## src/hw/rtl/vlw_pkg.sv

```systemverilog
// ---------------------------------------------------------------------------
// vlw_pkg: shared types and constants of the voxel line walker
// Coordinate and fixed-point widths, axis codes and the walk descriptor that
// the setup front hands to the walk engine.
// ---------------------------------------------------------------------------
package vlw_pkg;

    // Coordinate width of every voxel field on both channels.
    localparam int COORD_W = 12;

    // Fixed-point scale of one voxel (1024 = 1 << FIX_SHIFT).
    localparam int FIX_SHIFT = 10;
    localparam int FIX_ONE   = 1 << FIX_SHIFT;

    // Numerator of the step given to an axis that does not move.
    localparam logic [31:0] ZERO_DELTA_NUM = 32'h3fff_ffff;

    // Dividend of the minor-axis step: major magnitude times 1024.
    localparam int DIVIDEND_W = COORD_W + FIX_SHIFT;

    // A step holds either a quotient (22 bits) or the no-motion step, which
    // needs 26 bits at the smallest map side.
    localparam int STEP_W = 26;

    // Accumulators: one start value plus at most 63 added steps.
    localparam int ACC_W = 32;

    // Default map and run limits.
    localparam int MAP_SIDE_DEF   = 512;
    localparam int MAP_HEIGHT_DEF = 64;
    localparam int MAX_CUBES_DEF  = 64;

    // Depth of the descriptor queue between setup and walk.
    localparam int QUEUE_DEPTH = 2;

    // Stream widths.
    localparam int S_TDATA_W = 72;
    localparam int M_TDATA_W = 40;

    // Axis codes.
    localparam logic [1:0] AXIS_X = 2'd0;
    localparam logic [1:0] AXIS_Y = 2'd1;
    localparam logic [1:0] AXIS_Z = 2'd2;

    // Everything the walk engine needs to run one line.
    typedef struct packed {
        logic [2:0][COORD_W-1:0] start;
        logic [2:0][COORD_W-1:0] target;
        logic [2:0][STEP_W-1:0]  step;
        logic [2:0][STEP_W-1:0]  acc;
        logic [2:0]              neg;
    } walk_desc_t;

endpackage

```

## src/hw/rtl/vlw_div.sv

```systemverilog
// ---------------------------------------------------------------------------
// vlw_div: iterative unsigned divider
// Restoring division, one quotient bit per cycle, for the minor-axis steps.
// ---------------------------------------------------------------------------
module vlw_div (
    input  logic                            aclk,
    input  logic                            aresetn,
    input  logic                            start,
    input  logic [vlw_pkg::DIVIDEND_W-1:0]  dividend,
    input  logic [vlw_pkg::COORD_W-1:0]     divisor,
    output logic                            done,
    output logic [vlw_pkg::DIVIDEND_W-1:0]  quotient
);
    import vlw_pkg::*;

    localparam int CNT_W = $clog2(DIVIDEND_W);

    logic                   busy_reg;
    logic                   done_reg;
    logic [CNT_W-1:0]       cnt_reg;
    logic [DIVIDEND_W-1:0]  quo_reg;
    logic [COORD_W-1:0]     rem_reg;
    logic [COORD_W-1:0]     dvs_reg;

    logic [COORD_W:0]       trial;
    logic                   fits;
    logic [COORD_W:0]       diff;
    logic [COORD_W-1:0]     rem_next;

    // Shift the next dividend bit into the partial remainder and try the divisor.
    assign trial    = {rem_reg, quo_reg[DIVIDEND_W-1]};
    assign fits     = trial >= {1'b0, dvs_reg};
    assign diff     = trial - {1'b0, dvs_reg};
    assign rem_next = fits ? diff[COORD_W-1:0] : trial[COORD_W-1:0];

    always_ff @(posedge aclk) begin
        if (!aresetn) begin
            busy_reg <= 1'b0;
            done_reg <= 1'b0;
            cnt_reg  <= '0;
        end else begin
            done_reg <= 1'b0;
            if (start) begin
                busy_reg <= 1'b1;
                cnt_reg  <= CNT_W'(DIVIDEND_W - 1);
            end else if (busy_reg) begin
                cnt_reg <= cnt_reg - 1'b1;
                if (cnt_reg == '0) begin
                    busy_reg <= 1'b0;
                    done_reg <= 1'b1;
                end
            end
        end
    end

    always_ff @(posedge aclk) begin
        if (start) begin
            quo_reg <= dividend;
            rem_reg <= '0;
            dvs_reg <= divisor;
        end else if (busy_reg) begin
            quo_reg <= {quo_reg[DIVIDEND_W-2:0], fits};
            rem_reg <= rem_next;
        end
    end

    assign done     = done_reg;
    assign quotient = quo_reg;

endmodule

```

## src/hw/rtl/vlw_front.sv

```systemverilog
// ---------------------------------------------------------------------------
// vlw_front: line setup
// Accepts a start/end request, picks the dominant axis, computes the
// fixed-point steps (the two minor ones with the shared divider) and queues a walk descriptor.
// ---------------------------------------------------------------------------
module vlw_front #(
    parameter int MAP_SIDE = vlw_pkg::MAP_SIDE_DEF
) (
    input  logic                          aclk,
    input  logic                          aresetn,
    input  logic                          s_tvalid,
    output logic                          s_tready,
    input  logic [vlw_pkg::S_TDATA_W-1:0] s_tdata,
    output logic                          q_push_valid,
    input  logic                          q_push_ready,
    output vlw_pkg::walk_desc_t           q_push_data
);
    import vlw_pkg::*;

    localparam logic [2:0] ST_IDLE     = 3'd0;
    localparam logic [2:0] ST_CLASSIFY = 3'd1;
    localparam logic [2:0] ST_START_A  = 3'd2;
    localparam logic [2:0] ST_WAIT_A   = 3'd3;
    localparam logic [2:0] ST_START_B  = 3'd4;
    localparam logic [2:0] ST_WAIT_B   = 3'd5;
    localparam logic [2:0] ST_PUSH     = 3'd6;

    localparam logic [STEP_W-1:0] ZERO_STEP = STEP_W'(ZERO_DELTA_NUM / MAP_SIDE);

    logic [2:0]              state_reg, state_next;
    logic [2:0][COORD_W-1:0] start_reg;
    logic [2:0][COORD_W-1:0] end_reg;
    logic [2:0][COORD_W-1:0] mag_reg;
    logic [2:0]              neg_reg;
    logic [1:0]              major_reg;
    logic [STEP_W-1:0]       step_a_reg;
    logic [STEP_W-1:0]       step_b_reg;

    logic signed [COORD_W:0] delta [3];
    logic [2:0][COORD_W-1:0] mag;
    logic [1:0]              major;
    logic [1:0]              minor_a;
    logic [COORD_W-1:0]      mag_major;
    logic [COORD_W-1:0]      mag_a;
    logic [COORD_W-1:0]      mag_b;
    logic                    div_start;
    logic                    div_done;
    logic [DIVIDEND_W-1:0]   div_quo;
    logic [STEP_W-1:0]       div_step;
    walk_desc_t              desc;

    // Signed deltas and their magnitudes (at most 4095, so 12 bits hold them).
    always_comb begin
        for (int i = 0; i < 3; i++) begin
            delta[i] = $signed({end_reg[i][COORD_W-1], end_reg[i]})
                     - $signed({start_reg[i][COORD_W-1], start_reg[i]});
            mag[i]   = delta[i][COORD_W] ? COORD_W'(-delta[i]) : COORD_W'(delta[i]);
        end
    end

    // Dominant axis: x wins ties with y and z, y wins ties with z.
    always_comb begin
        if (mag[0] >= mag[1] && mag[0] >= mag[2]) begin
            major = AXIS_X;
        end else if (mag[1] >= mag[2]) begin
            major = AXIS_Y;
        end else begin
            major = AXIS_Z;
        end
    end

    // The two minor axes in order: a is the lower axis code, b the higher.
    assign minor_a   = (major_reg == AXIS_X) ? AXIS_Y : AXIS_X;
    assign mag_major = (major_reg == AXIS_X) ? mag_reg[0] :
                       (major_reg == AXIS_Y) ? mag_reg[1] : mag_reg[2];
    assign mag_a     = (major_reg == AXIS_X) ? mag_reg[1] : mag_reg[0];
    assign mag_b     = (major_reg == AXIS_Z) ? mag_reg[1] : mag_reg[2];

    assign div_start = (state_reg == ST_START_A) || (state_reg == ST_START_B);

    vlw_div u_div (
        .aclk     (aclk),
        .aresetn  (aresetn),
        .start    (div_start),
        .dividend ({mag_major, FIX_SHIFT'(0)}),
        .divisor  ((state_reg == ST_START_A) ? mag_a : mag_b),
        .done     (div_done),
        .quotient (div_quo)
    );

    assign div_step = STEP_W'(div_quo);

    always_comb begin
        state_next = state_reg;
        case (state_reg)
            ST_IDLE: begin
                if (s_tvalid) begin
                    state_next = ST_CLASSIFY;
                end
            end
            ST_CLASSIFY: state_next = ST_START_A;
            ST_START_A:  state_next = ST_WAIT_A;
            ST_WAIT_A: begin
                if (div_done) begin
                    state_next = ST_START_B;
                end
            end
            ST_START_B:  state_next = ST_WAIT_B;
            ST_WAIT_B: begin
                if (div_done) begin
                    state_next = ST_PUSH;
                end
            end
            ST_PUSH: begin
                if (q_push_ready) begin
                    state_next = ST_IDLE;
                end
            end
            default: state_next = ST_IDLE;
        endcase
    end

    always_ff @(posedge aclk) begin
        if (!aresetn) begin
            state_reg <= ST_IDLE;
        end else begin
            state_reg <= state_next;
        end
    end

    always_ff @(posedge aclk) begin
        if (state_reg == ST_IDLE && s_tvalid) begin
            for (int i = 0; i < 3; i++) begin
                start_reg[i] <= s_tdata[i*COORD_W +: COORD_W];
                end_reg[i]   <= s_tdata[(i+3)*COORD_W +: COORD_W];
            end
        end
        if (state_reg == ST_CLASSIFY) begin
            mag_reg   <= mag;
            major_reg <= major;
            for (int i = 0; i < 3; i++) begin
                neg_reg[i] <= delta[i][COORD_W];
            end
        end
        if (state_reg == ST_WAIT_A && div_done) begin
            step_a_reg <= (mag_a == '0) ? ZERO_STEP : div_step;
        end
        if (state_reg == ST_WAIT_B && div_done) begin
            step_b_reg <= (mag_b == '0) ? ZERO_STEP : div_step;
        end
    end

    // Accumulators start at half a step, rounded up for forward directions.
    always_comb begin
        desc.start  = start_reg;
        desc.target = end_reg;
        desc.neg    = neg_reg;
        for (int i = 0; i < 3; i++) begin
            if (major_reg == 2'(i)) begin
                desc.step[i] = STEP_W'(FIX_ONE);
            end else if (minor_a == 2'(i)) begin
                desc.step[i] = step_a_reg;
            end else begin
                desc.step[i] = step_b_reg;
            end
            desc.acc[i] = neg_reg[i] ? (desc.step[i] >> 1)
                                     : desc.step[i] - (desc.step[i] >> 1);
        end
    end

    assign s_tready     = (state_reg == ST_IDLE);
    assign q_push_valid = (state_reg == ST_PUSH);
    assign q_push_data  = desc;

endmodule

```

## src/hw/rtl/vlw_queue.sv

```systemverilog
// ---------------------------------------------------------------------------
// vlw_queue: descriptor queue
// Small register FIFO between line setup and the walk engine.
// ---------------------------------------------------------------------------
module vlw_queue (
    input  logic                aclk,
    input  logic                aresetn,
    input  logic                push_valid,
    output logic                push_ready,
    input  vlw_pkg::walk_desc_t push_data,
    output logic                pop_valid,
    input  logic                pop_ready,
    output vlw_pkg::walk_desc_t pop_data
);
    import vlw_pkg::*;

    localparam int PTR_W = (QUEUE_DEPTH > 1) ? $clog2(QUEUE_DEPTH) : 1;
    localparam int CNT_W = $clog2(QUEUE_DEPTH + 1);

    walk_desc_t       entry_reg [QUEUE_DEPTH];
    logic [PTR_W-1:0] wr_ptr_reg;
    logic [PTR_W-1:0] rd_ptr_reg;
    logic [CNT_W-1:0] cnt_reg;
    logic             push;
    logic             pop;

    assign push_ready = (cnt_reg != CNT_W'(QUEUE_DEPTH));
    assign pop_valid  = (cnt_reg != '0);
    assign push       = push_valid && push_ready;
    assign pop        = pop_valid && pop_ready;
    assign pop_data   = entry_reg[rd_ptr_reg];

    always_ff @(posedge aclk) begin
        if (!aresetn) begin
            wr_ptr_reg <= '0;
            rd_ptr_reg <= '0;
            cnt_reg    <= '0;
        end else begin
            if (push) begin
                wr_ptr_reg <= (wr_ptr_reg == PTR_W'(QUEUE_DEPTH - 1)) ? '0
                                                                      : wr_ptr_reg + 1'b1;
            end
            if (pop) begin
                rd_ptr_reg <= (rd_ptr_reg == PTR_W'(QUEUE_DEPTH - 1)) ? '0
                                                                      : rd_ptr_reg + 1'b1;
            end
            if (push && !pop) begin
                cnt_reg <= cnt_reg + 1'b1;
            end else if (pop && !push) begin
                cnt_reg <= cnt_reg - 1'b1;
            end
        end
    end

    always_ff @(posedge aclk) begin
        if (push) begin
            entry_reg[wr_ptr_reg] <= push_data;
        end
    end

endmodule

```

## src/hw/rtl/vlw_walk.sv

```systemverilog
// ---------------------------------------------------------------------------
// vlw_walk: walk engine
// Steps along one line a voxel per cycle while the output is not stalled and drives the registered output.
// ---------------------------------------------------------------------------
module vlw_walk #(
    parameter int MAP_SIDE   = vlw_pkg::MAP_SIDE_DEF,
    parameter int MAP_HEIGHT = vlw_pkg::MAP_HEIGHT_DEF,
    parameter int MAX_CUBES  = vlw_pkg::MAX_CUBES_DEF
) (
    input  logic                          aclk,
    input  logic                          aresetn,
    input  logic                          q_pop_valid,
    output logic                          q_pop_ready,
    input  vlw_pkg::walk_desc_t           q_pop_data,
    output logic                          m_tvalid,
    input  logic                          m_tready,
    output logic [vlw_pkg::M_TDATA_W-1:0] m_tdata,
    output logic                          m_tlast
);
    import vlw_pkg::*;

    localparam int CNT_W = $clog2(MAX_CUBES + 1);
    localparam logic signed [COORD_W:0] SIDE_LIM   = (COORD_W+1)'(MAP_SIDE);
    localparam logic signed [COORD_W:0] HEIGHT_LIM = (COORD_W+1)'(MAP_HEIGHT);
    localparam logic signed [COORD_W:0] ONE_VOXEL  = (COORD_W+1)'(1);

    logic                    active_reg;
    logic [2:0][COORD_W-1:0] cur_reg;
    logic [2:0][COORD_W-1:0] tgt_reg;
    logic [ACC_W-1:0]        acc_reg [3];
    logic [STEP_W-1:0]       step_reg [3];
    logic [2:0]              neg_reg;
    logic [CNT_W-1:0]        count_reg;
    logic                    m_tvalid_reg;
    logic                    m_tlast_reg;
    logic [M_TDATA_W-1:0]    m_tdata_reg;

    logic                    load;
    logic                    emit;
    logic [1:0]              sel;
    logic [COORD_W-1:0]      cur_sel;
    logic signed [COORD_W:0] cur_ext;
    logic signed [COORD_W:0] stepped;
    logic signed [COORD_W:0] lim;
    logic                    leaves_map;
    logic                    at_end;
    logic                    cap_hit;
    logic                    last;

    assign q_pop_ready = !active_reg;
    assign load        = q_pop_valid && !active_reg;
    assign emit        = active_reg && (!m_tvalid_reg || m_tready);

    // Smallest accumulator moves; z wins every tie, x only when strictly below y.
    always_comb begin
        if (acc_reg[2] <= acc_reg[0] && acc_reg[2] <= acc_reg[1]) begin
            sel = AXIS_Z;
        end else if (acc_reg[0] < acc_reg[1]) begin
            sel = AXIS_X;
        end else begin
            sel = AXIS_Y;
        end
    end

    assign cur_sel    = cur_reg[sel];
    assign cur_ext    = $signed({cur_sel[COORD_W-1], cur_sel});
    assign stepped    = neg_reg[sel] ? cur_ext - ONE_VOXEL : cur_ext + ONE_VOXEL;
    assign lim        = (sel == AXIS_Z) ? HEIGHT_LIM : SIDE_LIM;
    assign leaves_map = stepped[COORD_W] || (stepped >= lim);
    assign at_end     = (cur_reg == tgt_reg);
    assign cap_hit    = (count_reg == CNT_W'(MAX_CUBES - 1));
    assign last       = cap_hit || at_end || leaves_map;

    always_ff @(posedge aclk) begin
        if (!aresetn) begin
            active_reg   <= 1'b0;
            m_tvalid_reg <= 1'b0;
        end else begin
            if (load) begin
                active_reg <= 1'b1;
            end else if (emit && last) begin
                active_reg <= 1'b0;
            end
            if (emit) begin
                m_tvalid_reg <= 1'b1;
            end else if (m_tready) begin
                m_tvalid_reg <= 1'b0;
            end
        end
    end

    always_ff @(posedge aclk) begin
        if (load) begin
            cur_reg   <= q_pop_data.start;
            tgt_reg   <= q_pop_data.target;
            neg_reg   <= q_pop_data.neg;
            count_reg <= '0;
            for (int i = 0; i < 3; i++) begin
                acc_reg[i]  <= ACC_W'(q_pop_data.acc[i]);
                step_reg[i] <= q_pop_data.step[i];
            end
        end else if (emit && !last) begin
            cur_reg[sel] <= stepped[COORD_W-1:0];
            acc_reg[sel] <= acc_reg[sel] + ACC_W'(step_reg[sel]);
            count_reg    <= count_reg + 1'b1;
        end
        if (emit) begin
            m_tdata_reg <= {(M_TDATA_W - 3*COORD_W)'(0), cur_reg[2], cur_reg[1], cur_reg[0]};
            m_tlast_reg <= last;
        end
    end

    assign m_tvalid = m_tvalid_reg;
    assign m_tdata  = m_tdata_reg;
    assign m_tlast  = m_tlast_reg;

    // The voxel count of a running walk stays below the cap.
    a_count_bound: assert property (@(posedge aclk) disable iff (!aresetn)
        active_reg |-> (count_reg < CNT_W'(MAX_CUBES)))
        else $error("walk count passed the cap");

    // The voxel flagged last ends the walk.
    a_last_ends: assert property (@(posedge aclk) disable iff (!aresetn)
        (emit && last) |=> !active_reg)
        else $error("walk still running after its last voxel");

    // A new descriptor starts a fresh walk with a cleared count.
    a_load_fresh: assert property (@(posedge aclk) disable iff (!aresetn)
        load |=> (active_reg && count_reg == '0))
        else $error("walk did not start cleanly");

endmodule

```

## src/hw/rtl/voxel_line_walker_core.sv

```systemverilog
// ---------------------------------------------------------------------------
// voxel_line_walker_core: 3D voxel line traversal
// Takes a start and an end voxel and streams the voxels of the line between
// them in order, flagging the last one.
// ---------------------------------------------------------------------------
//
//  Channel   Direction  tdata (lowest bit up)                         tlast
//  s_*       in         start_x, start_y, start_z, end_x, end_y, end_z  -
//  m_*       out        voxel_x, voxel_y, voxel_z, 4 zero bits        last_voxel
//
// Setup of one line, after the request is accepted, classifies the deltas,
// runs two passes of the shared one-bit-per-cycle divider for the minor-axis
// steps (each a start, one iteration per quotient bit and a done strobe) and
// hands the descriptor to the queue; the next request is taken once setup is
// back in idle. The walk then emits one voxel per cycle while the output is
// not stalled, up to MAX_CUBES, and loads the next descriptor when idle;
// setup of the next line overlaps the current walk via a two-entry descriptor queue.
// Reset is synchronous and active low; it empties the queue and idles both
// parts. A stalled output holds the walk, and a full queue holds setup.
// ---------------------------------------------------------------------------
module voxel_line_walker_core #(
    parameter int MAP_SIDE   = vlw_pkg::MAP_SIDE_DEF,
    parameter int MAP_HEIGHT = vlw_pkg::MAP_HEIGHT_DEF,
    parameter int MAX_CUBES  = vlw_pkg::MAX_CUBES_DEF
) (
    input  logic                          aclk,
    input  logic                          aresetn,
    // Line request.
    input  logic                          s_tvalid,
    output logic                          s_tready,
    // start_x [11:0], start_y [23:12], start_z [35:24],
    // end_x [47:36], end_y [59:48], end_z [71:60]
    input  logic [vlw_pkg::S_TDATA_W-1:0] s_tdata,
    // Voxel results.
    output logic                          m_tvalid,
    input  logic                          m_tready,
    // voxel_x [11:0], voxel_y [23:12], voxel_z [35:24], zero [39:36]
    output logic [vlw_pkg::M_TDATA_W-1:0] m_tdata,
    // last_voxel
    output logic                          m_tlast
);
    import vlw_pkg::*;

    // Descriptor hand-off from setup into the queue.
    logic       push_valid;
    logic       push_ready;
    walk_desc_t push_data;

    // Descriptor hand-off from the queue into the walk engine.
    logic       pop_valid;
    logic       pop_ready;
    walk_desc_t pop_data;

    // Front: accepts a request, finds the dominant axis and computes the
    // fixed-point steps and starting accumulators.
    vlw_front #(
        .MAP_SIDE (MAP_SIDE)
    ) u_front (
        .aclk         (aclk),
        .aresetn      (aresetn),
        .s_tvalid     (s_tvalid),
        .s_tready     (s_tready),
        .s_tdata      (s_tdata),
        .q_push_valid (push_valid),
        .q_push_ready (push_ready),
        .q_push_data  (push_data)
    );

    // Queue: decouples setup from the walk so each can stall on its own.
    vlw_queue u_queue (
        .aclk       (aclk),
        .aresetn    (aresetn),
        .push_valid (push_valid),
        .push_ready (push_ready),
        .push_data  (push_data),
        .pop_valid  (pop_valid),
        .pop_ready  (pop_ready),
        .pop_data   (pop_data)
    );

    // Back: walks the line and stops at the end point, the map edge or the cap.
    vlw_walk #(
        .MAP_SIDE   (MAP_SIDE),
        .MAP_HEIGHT (MAP_HEIGHT),
        .MAX_CUBES  (MAX_CUBES)
    ) u_walk (
        .aclk        (aclk),
        .aresetn     (aresetn),
        .q_pop_valid (pop_valid),
        .q_pop_ready (pop_ready),
        .q_pop_data  (pop_data),
        .m_tvalid    (m_tvalid),
        .m_tready    (m_tready),
        .m_tdata     (m_tdata),
        .m_tlast     (m_tlast)
    );

endmodule

```

## config.mk

```make
export PLATFORM = sky130hd
export DESIGN_NAME = voxel_line_walker_core
export DESIGN_NICKNAME = d
export VERILOG_FILES = /design/src/hw/rtl/vlw_pkg.sv /design/src/hw/rtl/vlw_div.sv /design/src/hw/rtl/vlw_front.sv /design/src/hw/rtl/vlw_queue.sv /design/src/hw/rtl/vlw_walk.sv /design/src/hw/rtl/voxel_line_walker_core.sv
export SDC_FILE = /design/constraint.sdc
export NUM_CORES = 2
export LEC_CHECK = 0
export BUFFER_PORTS_ARGS = -buffer_cell sky130_fd_sc_hd__clkbuf_2
export CAP_MARGIN = 10
export CORE_AREA = 2 2 377 379
export CTS_CLUSTER_SIZE = 20
export DETAILED_ROUTE_END_ITERATION = 16
export DIE_AREA = 0 0 379 381
export SKIP_CTS_REPAIR_TIMING = 1
export SLEW_MARGIN = 0
export SYNTH_ARGS = -nofsm -noshare
export SYNTH_HDL_FRONTEND = slang
export SYNTH_SLANG_ARGS = --single-unit
```

## constraint.sdc

```tcl
create_clock -name aclk -period 21.6 [get_ports aclk]
set_input_delay 4.32 -clock aclk [delete_from_list [all_inputs] [get_ports aclk]]
set_output_delay 4.32 -clock aclk [all_outputs]
set_load 0.005 [all_outputs]
```

==> metrics.md <==
| Metric | Value |
|---|---|
| Post-layout util | 0.380 |
| Post-synth top area share | 0.565 |
| Post-synthesis adder-cell area fraction | 0.0808 |
| Slew headroom | 0.272 |
| Starting DRT DRC Count | 2333 |
| Ranking of synthesized cells by area | edfxtp_1, ha_1, mux2i_1 |
| Slowest CP cell | nand2_1 |
| Drt wl/cell | between 15 and 20 um |
| Root buffer cell | clkbuf_16 |
| Number of endpoints failing setup at the final stage | 0 |
| M1 wire length | around 55000 um |
| #FFs+latches synth | between 900 and 1000 |
| Final setup TNS | 0 ns |
| Row count | about 140 |
| Grt total ovfl | 0 |
| Post-synthesis instance total | about 3800 |
| # DRC | 0 |
| Largest family of logic cells by synthesized area | simple AND/OR/NAND/NOR gates |
| Maximum clock frequency | 118 MHz |
| XOR/XNOR Fraction of Synth Area | 0.0369 |
| Die ar. | 144000 um^2 |
| Largest net degree at the start of global routing | 74 |
| Cell family with most CP delay | simple AND/OR/NAND/NOR gates |
| CP max FO | 45 |
| Vias in the first global route | between 20000 and 30000 |
| Ys async rst share | 0 |
| Met3 wire length | 6010 um |
| Mapped cell area | between 40000 and 50000 um^2 |
| Final ANT Viol Nets | 0 |
| Core area | roughly 140000 um^2 |
| Crit-path cells | ha_1 -> nand2_1 -> o21ai_0 -> a21oi_1 -> o21ai_0 -> nand3_1 -> nand2_4 -> buf_4 -> mux2i_1 -> o21ai_0 -> fa_1 -> a21o_1 -> a21oi_1 -> o21bai_1 -> a21oi_1 -> o21bai_1 -> a21oi_1 -> xnor2_1 -> nand2_1 -> nor4b_1 -> and4b_1 -> and4bb_1 -> nand3_4 -> nand2_1 |
| Post-synth EDFFs | between 800 and 900 |
| Worst Tran Pin Value | around 1.1 ns |
| Netlist cell types | 75 |
| Hold Path Class | flop to flop |
| First-pass detailed-route iteration total | 5 |
| Critical path endpoint category | flop |
| Data arrival, critical path | 8.80 ns |
| CTS max path bufs | 3 |
| Met2 routed WL | approximately 54000 um |
| Leading area contributor after synthesis | edfxtp_1 |
| Max reg flops | between 400 and 500 |
| Top cells by count, synth | edfxtp_1, ha_1, a21oi_1 |
| DR vias/cell | around 5.0 |
| Detailed Place HPWL | ~85000 um |
| Compound-Gate Fraction of Synth Area | 0.0890 |
| Count of pins over their slew limit | 0 |
| Total wire length | around 120000 um |
| Layout cells sized above 1 | 0.120 |
| Max Clock Skew | ~0.04 ns |
| Initial Utilization | 0.338 |
| Placer Congestion | slightly below 0.9 |
| Buf+Inv Stages, Crit Path | 1 |
| Clock slew at reported path FFs | 0.06 ns |
| Width of the chip | between 300 and 400 um |
| Final hold viol count | 0 |
| Slowest cell delay on critical path | 0.77 ns |
| First-pass GRT wire length | roughly 180000 um |
| Most used cell, CP | a21oi_1 |
| Total track usage | 0.160 |
| RSZ-0062 raised after global routing | false |
| Max Cap Viol | 0 |
| Status | completed |
| Predominant post-synthesis flop cell | edfxtp_1 |
| Post-Synth Simple-Gate Area | 0.0912 |
| CP Class | flop to flop |
| TritonCTS buffer count | 100 |
| DR vias | about 30000 |
| Clk Latency, worst-skew pair | a little over 0.7 ns |
| Port-buffer cells | around 110 |
| Register area share after synthesis | 0.585 |
| Die Span Y | approximately 380 um |
| Final period utilization | 0.393 |
| Area Overhead vs Synth | 12.5% |
| # fillers | 13410 |
| Data required time at the worst endpoint | around 22 ns |
| Fin nets | around 4300 |
| CTS tree | built |
| Initial antenna violation count | 2 |
| Highest metal used | met5 |
| Most common cell in the netlist | edfxtp_1 |
| CTS Sinks | ~940 |
| Yosys warning total | 0 |
| Avg Cell Area, Syn | 12.4 um^2 |
| Ports | about 120 |
| Mux cell area share after synthesis | 0.0835 |
| CP startpoint kind | flop |
| Final period demand of the worst path | roughly 8.5 ns |
| H-tree Lvls | 3 |
final timing paths:
check	start	to	slack [ns]	cells after the start
max	u_walk.acc_reg[0][2]	u_walk.cur_reg[2]	13.11	24
min	u_walk.count_reg[6]	u_walk.count_reg[6]	0.45	1
max reg2reg	u_walk.acc_reg[0][2]	u_walk.cur_reg[2]	13.11	24
min reg2reg	u_walk.count_reg[6]	u_walk.count_reg[6]	0.45	1
final cells by class:
type                    count  area [um^2]  share of cell area
clock inverters            63          602              0.0113
inverters                 273         1030              0.0193
flip-flops and latches    939        27700               0.520
repair buffers            154          871              0.0163
multi-input cells        2490        18200               0.341
well taps                1890         2360              0.0443
clock buffers             119         2570              0.0482
diodes                      1         2.50           0.0000469
logic make-up (layout without fill, tap and decap cells):
logic type      after synthesis  count (layout)
buf+inv                     406             609
compound gates              704             704
xor+xnor                    200             200
simple gates                901             901
other cells                   1               5
flops                       939             939
mux                         380             380
fa+ha+maj                   301             301
metrics by stage:
stage                     setup slack, ns  hold WS, ns  instances  instance area, um^2
after floorplan                      8.23        0.428       3835                47500
after global placement              13.16        0.448       5746                50200
after detailed placement            13.06        0.441       5746                50200
after CTS                           13.01        0.450       5928                53300
after global routing                12.52        0.483       5928                53300
final                               13.11        0.451       5929                53400
metal layers:
metal | track usage | up-vias
li1 | - | 14358
met3 | 0.0233 | 155
met5 | 0 | -
met4 | 0.0420 | 2
met1 | 0.229 | 14474
met2 | 0.252 | 710
placed cells by master (no fill, tap or decap), drive strengths merged, types with 7 or more instances in the layout:
cell    instances
nand2         248
o22ai          51
nor4           28
xor2           68
inv           279
a21oi         279
a221oi          9
nor2b          35
a21boi         23
nor3b          24
xnor2         132
mux2i         253
bufinv          7
nand4          38
nor3           50
a21o           40
buf            40
edfxtp        893
or2            51
a31oi          22
o41ai           8
mux2          127
clkinv         44
o31ai           9
nand2b         41
clkbuf        233
nor2          262
nand3          62
a211oi         14
o21ai         153
ha            292
dfxtp          46
o21a           26
and2           10
and3           11
or3            25
o21bai         12
o221ai         12
o211ai         11
fa              9
Power is not shown: default switching activity piles up to over one toggle a cycle in this logic, so the estimate is an artifact.
